### config.mk
export PLATFORM = sky130hd
export DESIGN_NAME = boot_script_font_selection_scanner_flat
export DESIGN_NICKNAME = d
export VERILOG_FILES = /design/src/rtl/bfs_pkg.sv /design/src/rtl/bfs_channels.sv /design/src/rtl/bfs_ram.sv /design/src/rtl/bfs_jobq.sv /design/src/rtl/bfs_front.sv /design/src/rtl/bfs_back.sv /design/src/rtl/boot_script_font_selection_scanner.sv /design/src/flat_wrapper.sv
export VERILOG_INCLUDE_DIRS = /design/src /design/src/rtl
export SDC_FILE = /design/constraint.sdc
export NUM_CORES = 2
export LEC_CHECK = 0
export ABC_AREA = 1
export BUFFER_PORTS_ARGS = -buffer_cell sky130_fd_sc_hd__clkbuf_2
export CORE_ASPECT_RATIO = 1.5
export CORE_MARGIN = 2
export CORE_UTILIZATION = 41
export CTS_BUF_LIST = sky130_fd_sc_hd__clkbuf_8
export CTS_CLUSTER_DIAMETER = 30
export CTS_CLUSTER_SIZE = 16
export DETAILED_ROUTE_END_ITERATION = 12
export MAX_ROUTING_LAYER = met4
export PLACE_DENSITY = 0.63
export SLEW_MARGIN = 10
export SYNTH_ARGS = -nofsm -noshare
export SYNTH_HDL_FRONTEND = slang
export SYNTH_SLANG_ARGS = --single-unit
### constraint.sdc
create_clock -name clk -period 8.3 [get_ports clk]
set_clock_uncertainty 0.2 [all_clocks]
set_input_delay 2.49 -clock clk [delete_from_list [all_inputs] [get_ports clk]]
set_output_delay 2.49 -clock clk [all_outputs]
set_load 0.005 [all_outputs]
### src/rtl/boot_script_font_selection_scanner_macros.svh
// assertion macros shared by the scanner rtl
// no dependencies; expects clk and rst in the including module
`ifndef BOOT_SCRIPT_FONT_SELECTION_SCANNER_MACROS_SVH
`define BOOT_SCRIPT_FONT_SELECTION_SCANNER_MACROS_SVH
`ifndef SYNTHESIS
`define BFS_ASSERT(lbl, prop, msg) \
  lbl: assert property (@(posedge clk) disable iff (rst) prop) else $error(msg);
`define BFS_ASSERT_NEVER(lbl, cond, msg) \
  `BFS_ASSERT(lbl, !(cond), msg)
`else
`define BFS_ASSERT(lbl, prop, msg)
`define BFS_ASSERT_NEVER(lbl, cond, msg)
`endif
`endif

### src/rtl/bfs_pkg.sv
// types, character constants and helper functions for the font scanner
// no dependencies
package bfs_pkg;

  localparam logic [15:0] SYSTEM_FONT = 16'hFFFF;
  localparam logic [7:0]  CH_NL    = 8'h0A;
  localparam logic [7:0]  CH_SP    = 8'h20;
  localparam logic [7:0]  CH_TAB   = 8'h09;
  localparam logic [7:0]  CH_CR    = 8'h0D;
  localparam logic [7:0]  CH_STAR  = 8'h2A;
  localparam logic [7:0]  CH_COMMA = 8'h2C;
  localparam logic [7:0]  CH_MINUS = 8'h2D;
  localparam logic [7:0]  CH_PLUS  = 8'h2B;
  localparam logic [7:0]  CH_AMP   = 8'h26;
  localparam logic [7:0]  CH_ZERO  = 8'h30;
  localparam logic [7:0]  CH_X     = 8'h78;
  localparam logic [7:0]  CH_H     = 8'h68;
  localparam logic [7:0]  CH_SEMI  = 8'h3B;
  localparam logic [7:0]  CH_USCORE = 8'h5F;
  localparam logic [6:0]  NO_DIGIT = 7'd99;
  localparam logic [6:0]  MAX_RADIX = 7'd36;
  localparam logic [13:0] PREFIX_SAT = 14'd1000;

  typedef enum logic [3:0] {
    ST_IDLE, ST_TRIM_L, ST_TRIM_R, ST_WORD, ST_SKIP, ST_AMP, ST_X, ST_PRE,
    ST_RUN, ST_DIG, ST_SUF, ST_SEMI, ST_END, ST_DONE, ST_EMIT
  } st_t;

  typedef struct packed {
    logic too_long;
    logic last;
  } job_flags_t;

  function automatic logic is_blank(input logic [7:0] c);
    return (c == CH_SP) || (c == CH_TAB) || (c == CH_CR);
  endfunction

  function automatic logic [7:0] to_low(input logic [7:0] c);
    return (c >= 8'h41 && c <= 8'h5A) ? (c + 8'h20) : c;
  endfunction

  function automatic logic is_dec(input logic [7:0] c);
    return (c >= 8'h30 && c <= 8'h39);
  endfunction

  // base-36 digit value, NO_DIGIT for anything else
  function automatic logic [6:0] digit_of(input logic [7:0] c);
    logic [7:0] l;
    l = to_low(c);
    if (is_dec(c)) return 7'(c - 8'h30);
    if (l >= 8'h61 && l <= 8'h7A) return 7'(l - 8'h61) + 7'd10;
    return NO_DIGIT;
  endfunction

  function automatic logic [7:0] font_char(input logic [2:0] k);
    logic [7:0] r;
    r = 8'h00;
    unique case (k)
      3'd0: r = 8'h66;
      3'd1: r = 8'h6F;
      3'd2: r = 8'h6E;
      3'd3: r = 8'h74;
      3'd4: r = 8'h63;
      3'd5: r = 8'h74;
      3'd6: r = 8'h6C;
      default: r = 8'h00;
    endcase
    return r;
  endfunction

  function automatic logic [7:0] vdu_char(input logic [2:0] k);
    logic [7:0] r;
    r = 8'h00;
    unique case (k)
      3'd0: r = 8'h76;
      3'd1: r = 8'h64;
      3'd2: r = 8'h75;
      default: r = 8'h00;
    endcase
    return r;
  endfunction

  // leading arguments that a vdu line must carry: 23 0 149 0
  function automatic logic [15:0] vdu_want(input logic [2:0] k);
    logic [15:0] r;
    r = 16'd0;
    unique case (k)
      3'd0: r = 16'd23;
      3'd2: r = 16'h0095;
      default: r = 16'd0;
    endcase
    return r;
  endfunction

endpackage

### src/rtl/bfs_channels.sv
// valid/ready channel interfaces for script input and font result
// no dependencies
interface bfs_in_if;
  logic       valid;
  logic       ready;
  logic       cmd;
  logic [7:0] text_byte;
  modport source (output valid, cmd, text_byte, input ready);
  modport sink (input valid, cmd, text_byte, output ready);
endinterface

interface bfs_out_if;
  logic        valid;
  logic        ready;
  logic [15:0] font_id;
  modport source (output valid, font_id, input ready);
  modport sink (input valid, font_id, output ready);
endinterface

### src/rtl/bfs_ram.sv
// generic single-write, single-read ram with registered read data
// no dependencies
module bfs_ram #(
  parameter int WIDTH = 8,
  parameter int DEPTH = 128
) (
  input  logic                     clk,
  input  logic                     we,
  input  logic [$clog2(DEPTH)-1:0] waddr,
  input  logic [WIDTH-1:0]         wdata,
  input  logic [$clog2(DEPTH)-1:0] raddr,
  output logic [WIDTH-1:0]         rdata
);
  logic [WIDTH-1:0] mem [DEPTH];

  always_ff @(posedge clk) begin
    if (we) begin
      mem[waddr] <= wdata;
    end
    rdata <= mem[raddr];
  end
endmodule

### src/rtl/bfs_jobq.sv
// two-entry queue of finished-line jobs between front and back
// no dependencies
module bfs_jobq #(
  parameter int W = 10
) (
  input  logic         clk,
  input  logic         rst,
  input  logic         push,
  input  logic [W-1:0] push_data,
  input  logic         pop,
  output logic         q_valid,
  output logic [W-1:0] q_data
);
  logic [W-1:0] slot [2];
  logic         rd_ptr;
  logic         wr_ptr;
  logic [1:0]   count;

  assign q_valid = (count != 2'd0);
  assign q_data  = slot[rd_ptr];

  always_ff @(posedge clk) begin
    if (push) begin
      slot[wr_ptr] <= push_data;
    end
    if (rst) begin
      rd_ptr <= 1'b0;
      wr_ptr <= 1'b0;
      count  <= 2'd0;
    end else begin
      if (push) wr_ptr <= ~wr_ptr;
      if (pop)  rd_ptr <= ~rd_ptr;
      count <= count + 2'(push) - 2'(pop);
    end
  end
endmodule

### src/rtl/bfs_front.sv
// front end: takes script bytes, stores the current line, queues line jobs
// depends on bfs_pkg and bfs_channels
module bfs_front #(
  parameter int LINE_MAX = 128
) (
  input  logic                            clk,
  input  logic                            rst,
  bfs_in_if.sink                          in_ch,
  input  logic                            allow,
  output logic                            we,
  output logic [$clog2(LINE_MAX)-1:0]     waddr,
  output logic [7:0]                      wdata,
  output logic                            push,
  output logic [$clog2(LINE_MAX+1)-1:0]   push_len,
  output bfs_pkg::job_flags_t             push_flags
);
  localparam int LW = $clog2(LINE_MAX + 1);
  localparam int AW = $clog2(LINE_MAX);

  logic [LW-1:0] length;
  logic          too_long;
  logic          take;
  logic          is_term;

  assign in_ch.ready = allow;
  assign take    = in_ch.valid && allow;
  assign is_term = in_ch.cmd || (in_ch.text_byte == bfs_pkg::CH_NL);

  assign we    = take && !is_term && !too_long && (length < LW'(LINE_MAX));
  assign waddr = length[AW-1:0];
  assign wdata = in_ch.text_byte;

  assign push                = take && is_term;
  assign push_len            = length;
  assign push_flags.too_long = too_long;
  assign push_flags.last     = in_ch.cmd;

  always_ff @(posedge clk) begin
    if (rst) begin
      length   <= '0;
      too_long <= 1'b0;
    end else if (take) begin
      if (is_term) begin
        length   <= '0;
        too_long <= 1'b0;
      end else if (!too_long) begin
        if (length < LW'(LINE_MAX)) length <= length + LW'(1);
        else too_long <= 1'b1;
      end
    end
  end
endmodule

### src/rtl/bfs_back.sv
// back end: trims a stored line, matches the command and parses numbers
// depends on bfs_pkg, bfs_channels and the macros header
`include "boot_script_font_selection_scanner_macros.svh"
module bfs_back #(
  parameter int LINE_MAX = 128
) (
  input  logic                            clk,
  input  logic                            rst,
  input  logic                            q_valid,
  input  logic [$clog2(LINE_MAX+1)-1:0]   q_len,
  input  bfs_pkg::job_flags_t             q_flags,
  output logic                            q_pop,
  output logic                            idle,
  output logic [$clog2(LINE_MAX)-1:0]     raddr,
  input  logic [7:0]                      rdata,
  bfs_out_if.source                       out_ch
);
  localparam int LW = $clog2(LINE_MAX + 1);
  localparam int PW = LW + 1;
  localparam int AW = $clog2(LINE_MAX);

  bfs_pkg::st_t st, st_next;
  logic [PW-1:0] ptr, ptr_next, sb, sb_next, se, se_next, mark, mark_next;
  logic [2:0]    kw, kw_next, kn, kn_next;
  logic          fok, fok_next, vok, vok_next;
  logic          mode_vdu, mode_vdu_next, last, last_next;
  logic          neg, neg_next, dg, dg_next, pd, pd_next;
  logic [5:0]    base, base_next;
  logic [15:0]   val, val_next, sel, sel_next, font_id, font_id_next;
  logic [13:0]   pb, pb_next;
  logic [7:0]    lastc, lastc_next;
  logic          out_valid, out_valid_next;

  logic [7:0]  c;
  logic        inr;
  logic [6:0]  dv;
  logic [21:0] prod;
  logic [15:0] nv;
  logic        num_done, num_ok, start_num;

  assign c    = rdata;
  assign inr  = ptr < se;
  assign dv   = bfs_pkg::digit_of(c);
  assign prod = 22'(val) * 22'(base) + 22'(dv);
  assign nv   = neg ? (16'h0000 - val) : val;
  assign raddr = ptr_next[AW-1:0];
  assign idle  = (st == bfs_pkg::ST_IDLE);

  assign out_ch.valid   = out_valid;
  assign out_ch.font_id = font_id;

  always_ff @(posedge clk) begin
    if (rst) begin
      st        <= bfs_pkg::ST_IDLE;
      sel       <= bfs_pkg::SYSTEM_FONT;
      out_valid <= 1'b0;
    end else begin
      st        <= st_next;
      sel       <= sel_next;
      out_valid <= out_valid_next;
    end
    ptr <= ptr_next;  sb <= sb_next;  se <= se_next;  mark <= mark_next;
    kw <= kw_next;  kn <= kn_next;  fok <= fok_next;  vok <= vok_next;
    mode_vdu <= mode_vdu_next;  last <= last_next;  neg <= neg_next;
    dg <= dg_next;  pd <= pd_next;  base <= base_next;  val <= val_next;
    pb <= pb_next;  lastc <= lastc_next;  font_id <= font_id_next;
  end

  always_comb begin
    st_next = st;  ptr_next = ptr;  sb_next = sb;  se_next = se;
    mark_next = mark;  kw_next = kw;  kn_next = kn;  fok_next = fok;
    vok_next = vok;  mode_vdu_next = mode_vdu;  last_next = last;
    neg_next = neg;  dg_next = dg;  pd_next = pd;  base_next = base;
    val_next = val;  pb_next = pb;  lastc_next = lastc;  sel_next = sel;
    font_id_next = font_id;
    out_valid_next = out_valid && !out_ch.ready;
    q_pop = 1'b0;
    num_done = 1'b0;
    num_ok = 1'b0;
    start_num = 1'b0;

    unique case (st)
      bfs_pkg::ST_IDLE: begin
        if (q_valid) begin
          q_pop     = 1'b1;
          last_next = q_flags.last;
          se_next   = PW'(q_len);
          ptr_next  = '0;
          if (q_flags.too_long || q_len == '0) st_next = bfs_pkg::ST_DONE;
          else st_next = bfs_pkg::ST_TRIM_L;
        end
      end
      bfs_pkg::ST_TRIM_L: begin
        if (inr && (bfs_pkg::is_blank(c) || c == bfs_pkg::CH_STAR)) begin
          ptr_next = ptr + PW'(1);
        end else begin
          sb_next  = ptr;
          ptr_next = se - PW'(1);
          st_next  = inr ? bfs_pkg::ST_TRIM_R : bfs_pkg::ST_DONE;
        end
      end
      bfs_pkg::ST_TRIM_R: begin
        if (se > sb && bfs_pkg::is_blank(c)) begin
          se_next  = se - PW'(1);
          ptr_next = se - PW'(2);
        end else begin
          ptr_next = sb;
          kw_next  = 3'd0;
          fok_next = 1'b1;
          vok_next = 1'b1;
          st_next  = bfs_pkg::ST_WORD;
        end
      end
      bfs_pkg::ST_WORD: begin
        // both command words are matched in one pass
        if (kw == 3'd7) begin
          if (fok && (!inr || bfs_pkg::is_blank(c))) begin
            mode_vdu_next = 1'b0;
            ptr_next      = sb + PW'(7);
            start_num     = 1'b1;
          end else if (vok) begin
            mode_vdu_next = 1'b1;
            kn_next       = 3'd0;
            ptr_next      = sb + PW'(3);
            start_num     = 1'b1;
          end else begin
            st_next = bfs_pkg::ST_DONE;
          end
        end else begin
          fok_next = fok && inr && (bfs_pkg::to_low(c) == bfs_pkg::font_char(kw));
          if (kw < 3'd3) begin
            vok_next = vok && inr && (bfs_pkg::to_low(c) == bfs_pkg::vdu_char(kw));
          end else if (kw == 3'd3) begin
            vok_next = vok && (!inr || bfs_pkg::is_blank(c));
          end
          kw_next  = kw + 3'd1;
          ptr_next = ptr + PW'(1);
        end
      end
      bfs_pkg::ST_SKIP: begin
        if (inr && (bfs_pkg::is_blank(c) || c == bfs_pkg::CH_COMMA)) begin
          ptr_next = ptr + PW'(1);
        end else if (!inr) begin
          num_done = 1'b1;
        end else if (c == bfs_pkg::CH_MINUS || c == bfs_pkg::CH_PLUS) begin
          neg_next = (c == bfs_pkg::CH_MINUS);
          ptr_next = ptr + PW'(1);
          st_next  = bfs_pkg::ST_AMP;
        end else begin
          st_next = bfs_pkg::ST_AMP;
        end
      end
      bfs_pkg::ST_AMP: begin
        mark_next = ptr;
        if (inr && c == bfs_pkg::CH_AMP) begin
          base_next = 6'd16;
          ptr_next  = ptr + PW'(1);
          st_next   = bfs_pkg::ST_DIG;
        end else if ((ptr + PW'(1)) < se && c == bfs_pkg::CH_ZERO) begin
          ptr_next = ptr + PW'(1);
          st_next  = bfs_pkg::ST_X;
        end else begin
          pb_next = '0;
          pd_next = 1'b0;
          st_next = bfs_pkg::ST_PRE;
        end
      end
      bfs_pkg::ST_X: begin
        if (bfs_pkg::to_low(c) == bfs_pkg::CH_X) begin
          base_next = 6'd16;
          ptr_next  = ptr + PW'(1);
          st_next   = bfs_pkg::ST_DIG;
        end else begin
          ptr_next = mark;
          pb_next  = '0;
          pd_next  = 1'b0;
          st_next  = bfs_pkg::ST_PRE;
        end
      end
      bfs_pkg::ST_PRE: begin
        // decimal run that may turn out to be a base prefix
        if (inr && bfs_pkg::is_dec(c)) begin
          if (pb < bfs_pkg::PREFIX_SAT) begin
            pb_next = 14'(pb * 14'd10) + 14'(c - bfs_pkg::CH_ZERO);
          end
          pd_next  = 1'b1;
          ptr_next = ptr + PW'(1);
        end else if (pd && inr && c == bfs_pkg::CH_USCORE) begin
          if (pb < 14'd2 || pb > 14'(bfs_pkg::MAX_RADIX)) begin
            num_done = 1'b1;
          end else begin
            base_next = 6'(pb);
            ptr_next  = ptr + PW'(1);
            st_next   = bfs_pkg::ST_DIG;
          end
        end else begin
          ptr_next = mark;
          pd_next  = 1'b0;
          st_next  = bfs_pkg::ST_RUN;
        end
      end
      bfs_pkg::ST_RUN: begin
        // look ahead over the alphanumeric run for an h suffix
        if (inr && dv < bfs_pkg::MAX_RADIX) begin
          lastc_next = c;
          pd_next    = 1'b1;
          ptr_next   = ptr + PW'(1);
        end else begin
          base_next = (pd && bfs_pkg::to_low(lastc) == bfs_pkg::CH_H) ? 6'd16 : 6'd10;
          ptr_next  = mark;
          st_next   = bfs_pkg::ST_DIG;
        end
      end
      bfs_pkg::ST_DIG: begin
        if (inr && dv < 7'(base)) begin
          if (prod > 22'(bfs_pkg::SYSTEM_FONT)) begin
            num_done = 1'b1;
          end else begin
            val_next = prod[15:0];
            dg_next  = 1'b1;
            ptr_next = ptr + PW'(1);
          end
        end else if (!dg) begin
          num_done = 1'b1;
        end else begin
          st_next = bfs_pkg::ST_SUF;
        end
      end
      bfs_pkg::ST_SUF: begin
        if (base == 6'd16 && inr && bfs_pkg::to_low(c) == bfs_pkg::CH_H) begin
          ptr_next = ptr + PW'(1);
        end
        st_next = bfs_pkg::ST_SEMI;
      end
      bfs_pkg::ST_SEMI: begin
        if (inr && c == bfs_pkg::CH_SEMI) ptr_next = ptr + PW'(1);
        st_next = bfs_pkg::ST_END;
      end
      bfs_pkg::ST_END: begin
        num_done = 1'b1;
        num_ok   = !(inr && !bfs_pkg::is_blank(c) && c != bfs_pkg::CH_COMMA);
      end
      bfs_pkg::ST_DONE: begin
        st_next = last ? bfs_pkg::ST_EMIT : bfs_pkg::ST_IDLE;
      end
      bfs_pkg::ST_EMIT: begin
        if (!out_valid || out_ch.ready) begin
          out_valid_next = 1'b1;
          font_id_next   = sel;
          sel_next       = bfs_pkg::SYSTEM_FONT;
          st_next        = bfs_pkg::ST_IDLE;
        end
      end
      default: st_next = bfs_pkg::ST_IDLE;
    endcase

    // outcome of one number
    if (num_done) begin
      st_next = bfs_pkg::ST_DONE;
      if (!mode_vdu) begin
        sel_next = num_ok ? nv : bfs_pkg::SYSTEM_FONT;
      end else if (kn < 3'd4) begin
        if (num_ok && nv == bfs_pkg::vdu_want(kn)) begin
          kn_next   = kn + 3'd1;
          start_num = 1'b1;
        end
      end else if (num_ok) begin
        sel_next = nv;
      end
    end

    if (start_num) begin
      neg_next  = 1'b0;
      val_next  = '0;
      dg_next   = 1'b0;
      base_next = '0;
      st_next   = bfs_pkg::ST_SKIP;
    end
  end

  `BFS_ASSERT(a_word_span, (st == bfs_pkg::ST_WORD) |-> (sb < se), "empty word span")
  `BFS_ASSERT(a_base_range, (st == bfs_pkg::ST_DIG) |-> (base >= 6'd2 && base <= 6'd36), "radix")
  `BFS_ASSERT(a_emit_origin, $rose(out_valid) |-> $past(st == bfs_pkg::ST_EMIT), "stray result")
  `BFS_ASSERT_NEVER(a_pop_busy, q_pop && (st != bfs_pkg::ST_IDLE), "job taken while busy")
endmodule

### src/rtl/boot_script_font_selection_scanner.sv
// script bytes: one per cycle while the back end is idle and no line job waits; a newline or
// end of text queues the line and holds input off while the back end scans it, one store
// read per cycle; after end of text the result is registered once the last line is scanned
// and the back end has gone through its done and emit states
// synchronous active-high reset empties the job queue and sets the selection to 65535
module boot_script_font_selection_scanner #(
  parameter int LINE_MAX = 128
) (
  input  logic       clk,
  input  logic       rst,
  bfs_in_if.sink     in_ch,
  bfs_out_if.source  out_ch
);
  localparam int LW = $clog2(LINE_MAX + 1);
  localparam int AW = $clog2(LINE_MAX);

  logic                we;
  logic [AW-1:0]       waddr, raddr;
  logic [7:0]          wdata, rdata;
  logic                push, pop, q_valid, back_idle;
  logic [LW-1:0]       push_len;
  bfs_pkg::job_flags_t push_flags;
  logic [LW+1:0]       q_data;

  // the line store is shared, so bytes wait until the back end is done with it
  bfs_front #(.LINE_MAX(LINE_MAX)) u_front (
    .clk, .rst, .in_ch, .allow(back_idle && !q_valid),
    .we, .waddr, .wdata, .push, .push_len, .push_flags
  );

  bfs_ram #(.WIDTH(8), .DEPTH(LINE_MAX)) u_line (
    .clk, .we, .waddr, .wdata, .raddr, .rdata
  );

  bfs_jobq #(.W(LW + 2)) u_jobq (
    .clk, .rst, .push, .push_data({push_len, push_flags}), .pop,
    .q_valid, .q_data
  );

  bfs_back #(.LINE_MAX(LINE_MAX)) u_back (
    .clk, .rst, .q_valid, .q_len(q_data[LW+1:2]), .q_flags(q_data[1:0]),
    .q_pop(pop), .idle(back_idle), .raddr, .rdata, .out_ch
  );
endmodule
### src/flat_wrapper.sv
// flat-port wrapper written by rule: the top's interface ports become plain ports
module boot_script_font_selection_scanner_flat 
#(
  parameter int LINE_MAX = 128
)
  (clk, rst, in_ch_valid, in_ch_cmd, in_ch_text_byte, in_ch_ready, out_ch_valid, out_ch_font_id, out_ch_ready);
  bfs_in_if in_ch_i ();
  bfs_out_if out_ch_i ();
  input  logic clk;
  input  logic rst;
  input wire logic [$bits(in_ch_i.valid)-1:0] in_ch_valid;
  input wire logic [$bits(in_ch_i.cmd)-1:0] in_ch_cmd;
  input wire logic [$bits(in_ch_i.text_byte)-1:0] in_ch_text_byte;
  output wire logic [$bits(in_ch_i.ready)-1:0] in_ch_ready;
  output wire logic [$bits(out_ch_i.valid)-1:0] out_ch_valid;
  output wire logic [$bits(out_ch_i.font_id)-1:0] out_ch_font_id;
  input wire logic [$bits(out_ch_i.ready)-1:0] out_ch_ready;
  assign in_ch_i.valid = in_ch_valid;
  assign in_ch_i.cmd = in_ch_cmd;
  assign in_ch_i.text_byte = in_ch_text_byte;
  assign in_ch_ready = in_ch_i.ready;
  assign out_ch_valid = out_ch_i.valid;
  assign out_ch_font_id = out_ch_i.font_id;
  assign out_ch_i.ready = out_ch_ready;
  boot_script_font_selection_scanner #(.LINE_MAX(LINE_MAX)) u_core (.clk(clk), .rst(rst), .in_ch(in_ch_i), .out_ch(out_ch_i));
endmodule
==> results by group <==
Status
  • Result of the run: complete, no violations

Synth
  • Count of synthesis-stage warnings from yosys: 0
  • Total nets after synthesis: 6471
  • Distinct cell type count of the synthesized netlist: 62
  • Number of flops mapped to enable cells by yosys: around 1100
  • Post-synthesis average cell area: 9.764 sq um
  • Synthesized netlist cell count: 6253
  • Fraction of registers with async set or reset after synthesis: 0%
  • Most frequent cells after synthesis: nand2_1, edfxtp_1, nand3_1
  • Most frequently used cell type in the post-synthesis netlist: nand2_1
  • Main area contributors after synthesis: edfxtp_1, nand3_1, nand2_1
  • Post-Synthesis Cell Area: 61060 sq um
  • Area share of the largest cell type after synthesis: 55.03%
  • Dominant cell type by area after synthesis: edfxtp_1
  • Most common flop cell mapped by yosys: edfxtp_1
  • Sequential-to-total area share from yosys stat: 57.56%
  • Number of register bits inferred by synthesis: 1196

Die
  • Area enclosed by the die boundary: 152100 sq um
  • Count of standard-cell rows: 173
  • Ports placed on the boundary: 31
  • Die X-Extent: 319.1 um
  • Height of the chip: ~480 um
  • Initial Utilization: 41.24%
  • Area inside the core boundary: 148100 sq um

STA
  • Count of final setup violators: 0
  • Tightest Pin Transition: 1252 ps
  • Worst slew margin: 16.21%
  • Final hold violation count: 0
  • Worst hold-check slack: 229.3 ps
  • Ratio of final minimum period to clock period: 95.56%
  • Final period demand of the worst path: 7931 ps
  • Number of max-slew violations in the final report: 0
  • Highest clock rate: around 0.13 GHz

Placement
  • Detailed Place HPWL: 122.0 mm
  • Placer Congestion: 0.9501
  • Buffers added on ports: 30

Global routing
  • Total GRT Usage: 24.70%
  • Number of antenna violations at the first check in global routing: 2
  • Wire length of the first global-routing pass: 277.5 mm
  • Leftover overflow at the end of global routing: 0
  • Pin count of the biggest net entering global routing: 110
  • Via count of the first global-routing pass: 45460

Power
  • Overall power: 29.38 mW
  • Switching power: 14.63 mW
  • Flop pwr share: 24.6%
  • Maximum vdd ir drop: 0.5892 mV
  • Part of the total power dissipated in the clock network: 18.9%
  • Internal Power: roughly 15 mW
  • Portion of total power attributed to combinational logic: approximately 56%
  • Leakage: 27.55 nW
  • Areal power density over the cells: 433.2 nW/um^2
  • Switching part of the total power: 49.80%

Layout
  • # fillers: 13870
  • Total area of multi-input combinational cells: around 21000 sq um
  • Share of final-layout standard cells stronger than drive strength 1: about 9.0%
  • Post-layout util: 45.82%
  • Fin nets: between 6000 and 7000
  • Register area: 35150 sq um
  • Post-synthesis to final-layout area growth: 11.10%

Clock tree
  • Clock sink count: 1196
  • Number of buffers added by the clock tree synthesis step: between 150 and 200
  • Number of buffers on the longest clock path: 3
  • CTS tree: done
  • Clock slew at reported path FFs: about 80 ps
  • CTS Hold Buffers Added: 0
  • Clock root buffer: clkbuf_8
  • Later-pin clock latency in the skew report: just over 900 ps
  • Maximum level of the CTS H-tree: 4

Critical path
  • Path type of the worst setup path: flip-flop to flip-flop
  • Biggest cell delay along the critical path: 640 ps
  • Arrival @ worst endpoint: 8540 ps
  • Slowest cell on crit path: dfxtp_1
  • Most frequent cell on the critical path: nand2_1
  • Type of destination of the critical path: flip-flop
  • Setup crit start kind: flip-flop
  • Worst-path fanout max: between 40 and 50
  • Worst EP required: 8910 ps

Detailed routing
  • Violation count after the first detailed-route iteration: 3569
  • Met2 WL: 95.65 mm
  • Routed met3 length: 9.675 mm
  • Vias per cell: 5.424
  • Number of nets still failing antenna checks after routing: 0
  • Detailed Routing Iterations Pass 1: 7
  • Routed length on met1: 66.90 mm
  • DRC: 0
  • Routed vias: 45280
  • Detail-routed net length per standard cell: 22.18 um
  • Total wire length after detailed routing: 185.1 mm
  • Uppermost signal routing layer after detailed routing: met4

Job
  • Maxcap violations: 0

Worst hold path
  • Type of the worst min-delay path: flip-flop to flip-flop
-- final cells by class --
class / count / area share, %
flip-flops and latches: 1196 / 51.82
multi-input cells: 3823 / 31.05
inverters: 893 / 4.954
clock buffers: 184 / 3.733
well taps: 1925 / 3.551
repair buffers: 170 / 2.490
clock inverters: 154 / 2.390
diodes: 3 / 0.01107
-- cell families (layout without fill, tap and decap cells) --
| group | after synthesis | in the layout | share of synthesized area [%] |
|---|---|---|---|
| compound gates | 395 | 395 | 3.779 |
| xor+xnor | 70 | 70 | 1.004 |
| mux | 10 | 10 | 0.1701 |
| fa+ha+maj | 205 | 205 | 4.976 |
| simple gates | 3143 | 3143 | 24.31 |
| other cells | 0 | 3 | 0 |
| flops | 1196 | 1196 | 57.56 |
| buf+inv | 1234 | 1401 | 8.201 |
-- what timing repair did --
action                     in CTS  in global routing
setup buffers                   0                  3
gates resized for setup         1                 21
setup endpoints to repair       1                  8
-- worst max-delay path: cells and delay by family (launching register included) --
| kind | cells | cell delay, ps |
|---|---|---|
| simple gates | 19 | 2420 |
| fa+ha+maj | 5 | 2210 |
| buf+inv | 7 | 1420 |
| compound gates | 4 | 910 |
| flops | 1 | 640 |
-- routing by layer --
metal / up-vias / GRT usage [%]
met2: 1587 / 43.35
met4: 0 / 15.77
li1: 21190 / -
met1: 21960 / 25.90
met3: 549 / 3.573
met5: - / -
-- per-stage QoR --
| stage | setup WS (ps) | setup TNS (ps) | area (sq um) | instances |
|---|---|---|---|---|
| final | 368.6 | 0 | 67830 | 8348 |
| after global placement | -7.055 | -7.055 | 63580 | 8005 |
| after global routing | -0.1092 | -0.1092 | 67830 | 8347 |
| after floorplan | 2295 | 0 | 61060 | 6253 |
| after detailed placement | 19.83 | 0 | 63580 | 8005 |
| after CTS | 77.82 | 0 | 67730 | 8343 |
-- flip-flops by register name, indices dropped and copies added (netlist names), 14 cells and up, named ones only --
signal / flops
u_core.u_back.out_ch.font_id: 16
u_core.u_back.pb: 14
u_core.u_back.sel: 16
u_core.u_back.val: 16
u_core.u_jobq.slot: 20
u_core.u_line.mem: 1024
-- worst paths after layout --
kind / from / endpoint / slack, ps / depth (start not counted)
setup / recovery: u_core.u_back.base[4]$_SDFFE_PP0P_ / u_core.u_line.rdata[5]$_DFF_P_ / 370 / 35
hold / removal: u_core.u_back.sel[14]$_SDFF_PP1_ / u_core.u_back.out_ch.font_id[14]$_DFFE_PP_ / 230 / 0
setup reg to reg: u_core.u_back.base[4]$_SDFFE_PP0P_ / u_core.u_line.rdata[5]$_DFF_P_ / 370 / 35
hold reg to reg: u_core.u_back.sel[14]$_SDFF_PP1_ / u_core.u_back.out_ch.font_id[14]$_DFFE_PP_ / 230 / 0
-- cell usage in the layout, fill, tap and decap left out, drive strengths merged, types with 11 or more instances in the layout --
cell type,count
xor2,48
or2,18
nand2,1222
xnor2,22
clkbuf,206
o31ai,14
ha,142
inv,955
bufinv,20
dfxtp,77
buf,148
a21oi,138
clkinv,52
o21ai,146
nand3b,353
nand3,1097
clkinvlp,20
fa,63
o211ai,21
edfxtp,1119
nor2,365
nor4,11
nor3,38
nand4,31
-- power by group through the flow --
stage / Sequential [mW] / Combinational (mW) / Clock [mW]
after global routing: 7.26 / 18.0 / 5.85
after floorplan: 7.11 / 10.4 / 0
final: 7.24 / 16.6 / 5.55
after global placement: 7.35 / 16.3 / 0
after detailed placement: 7.36 / 16.4 / 0
after CTS: 7.22 / 16.4 / 5.63
No activity file was read; power rests on OpenSTA's default activity.
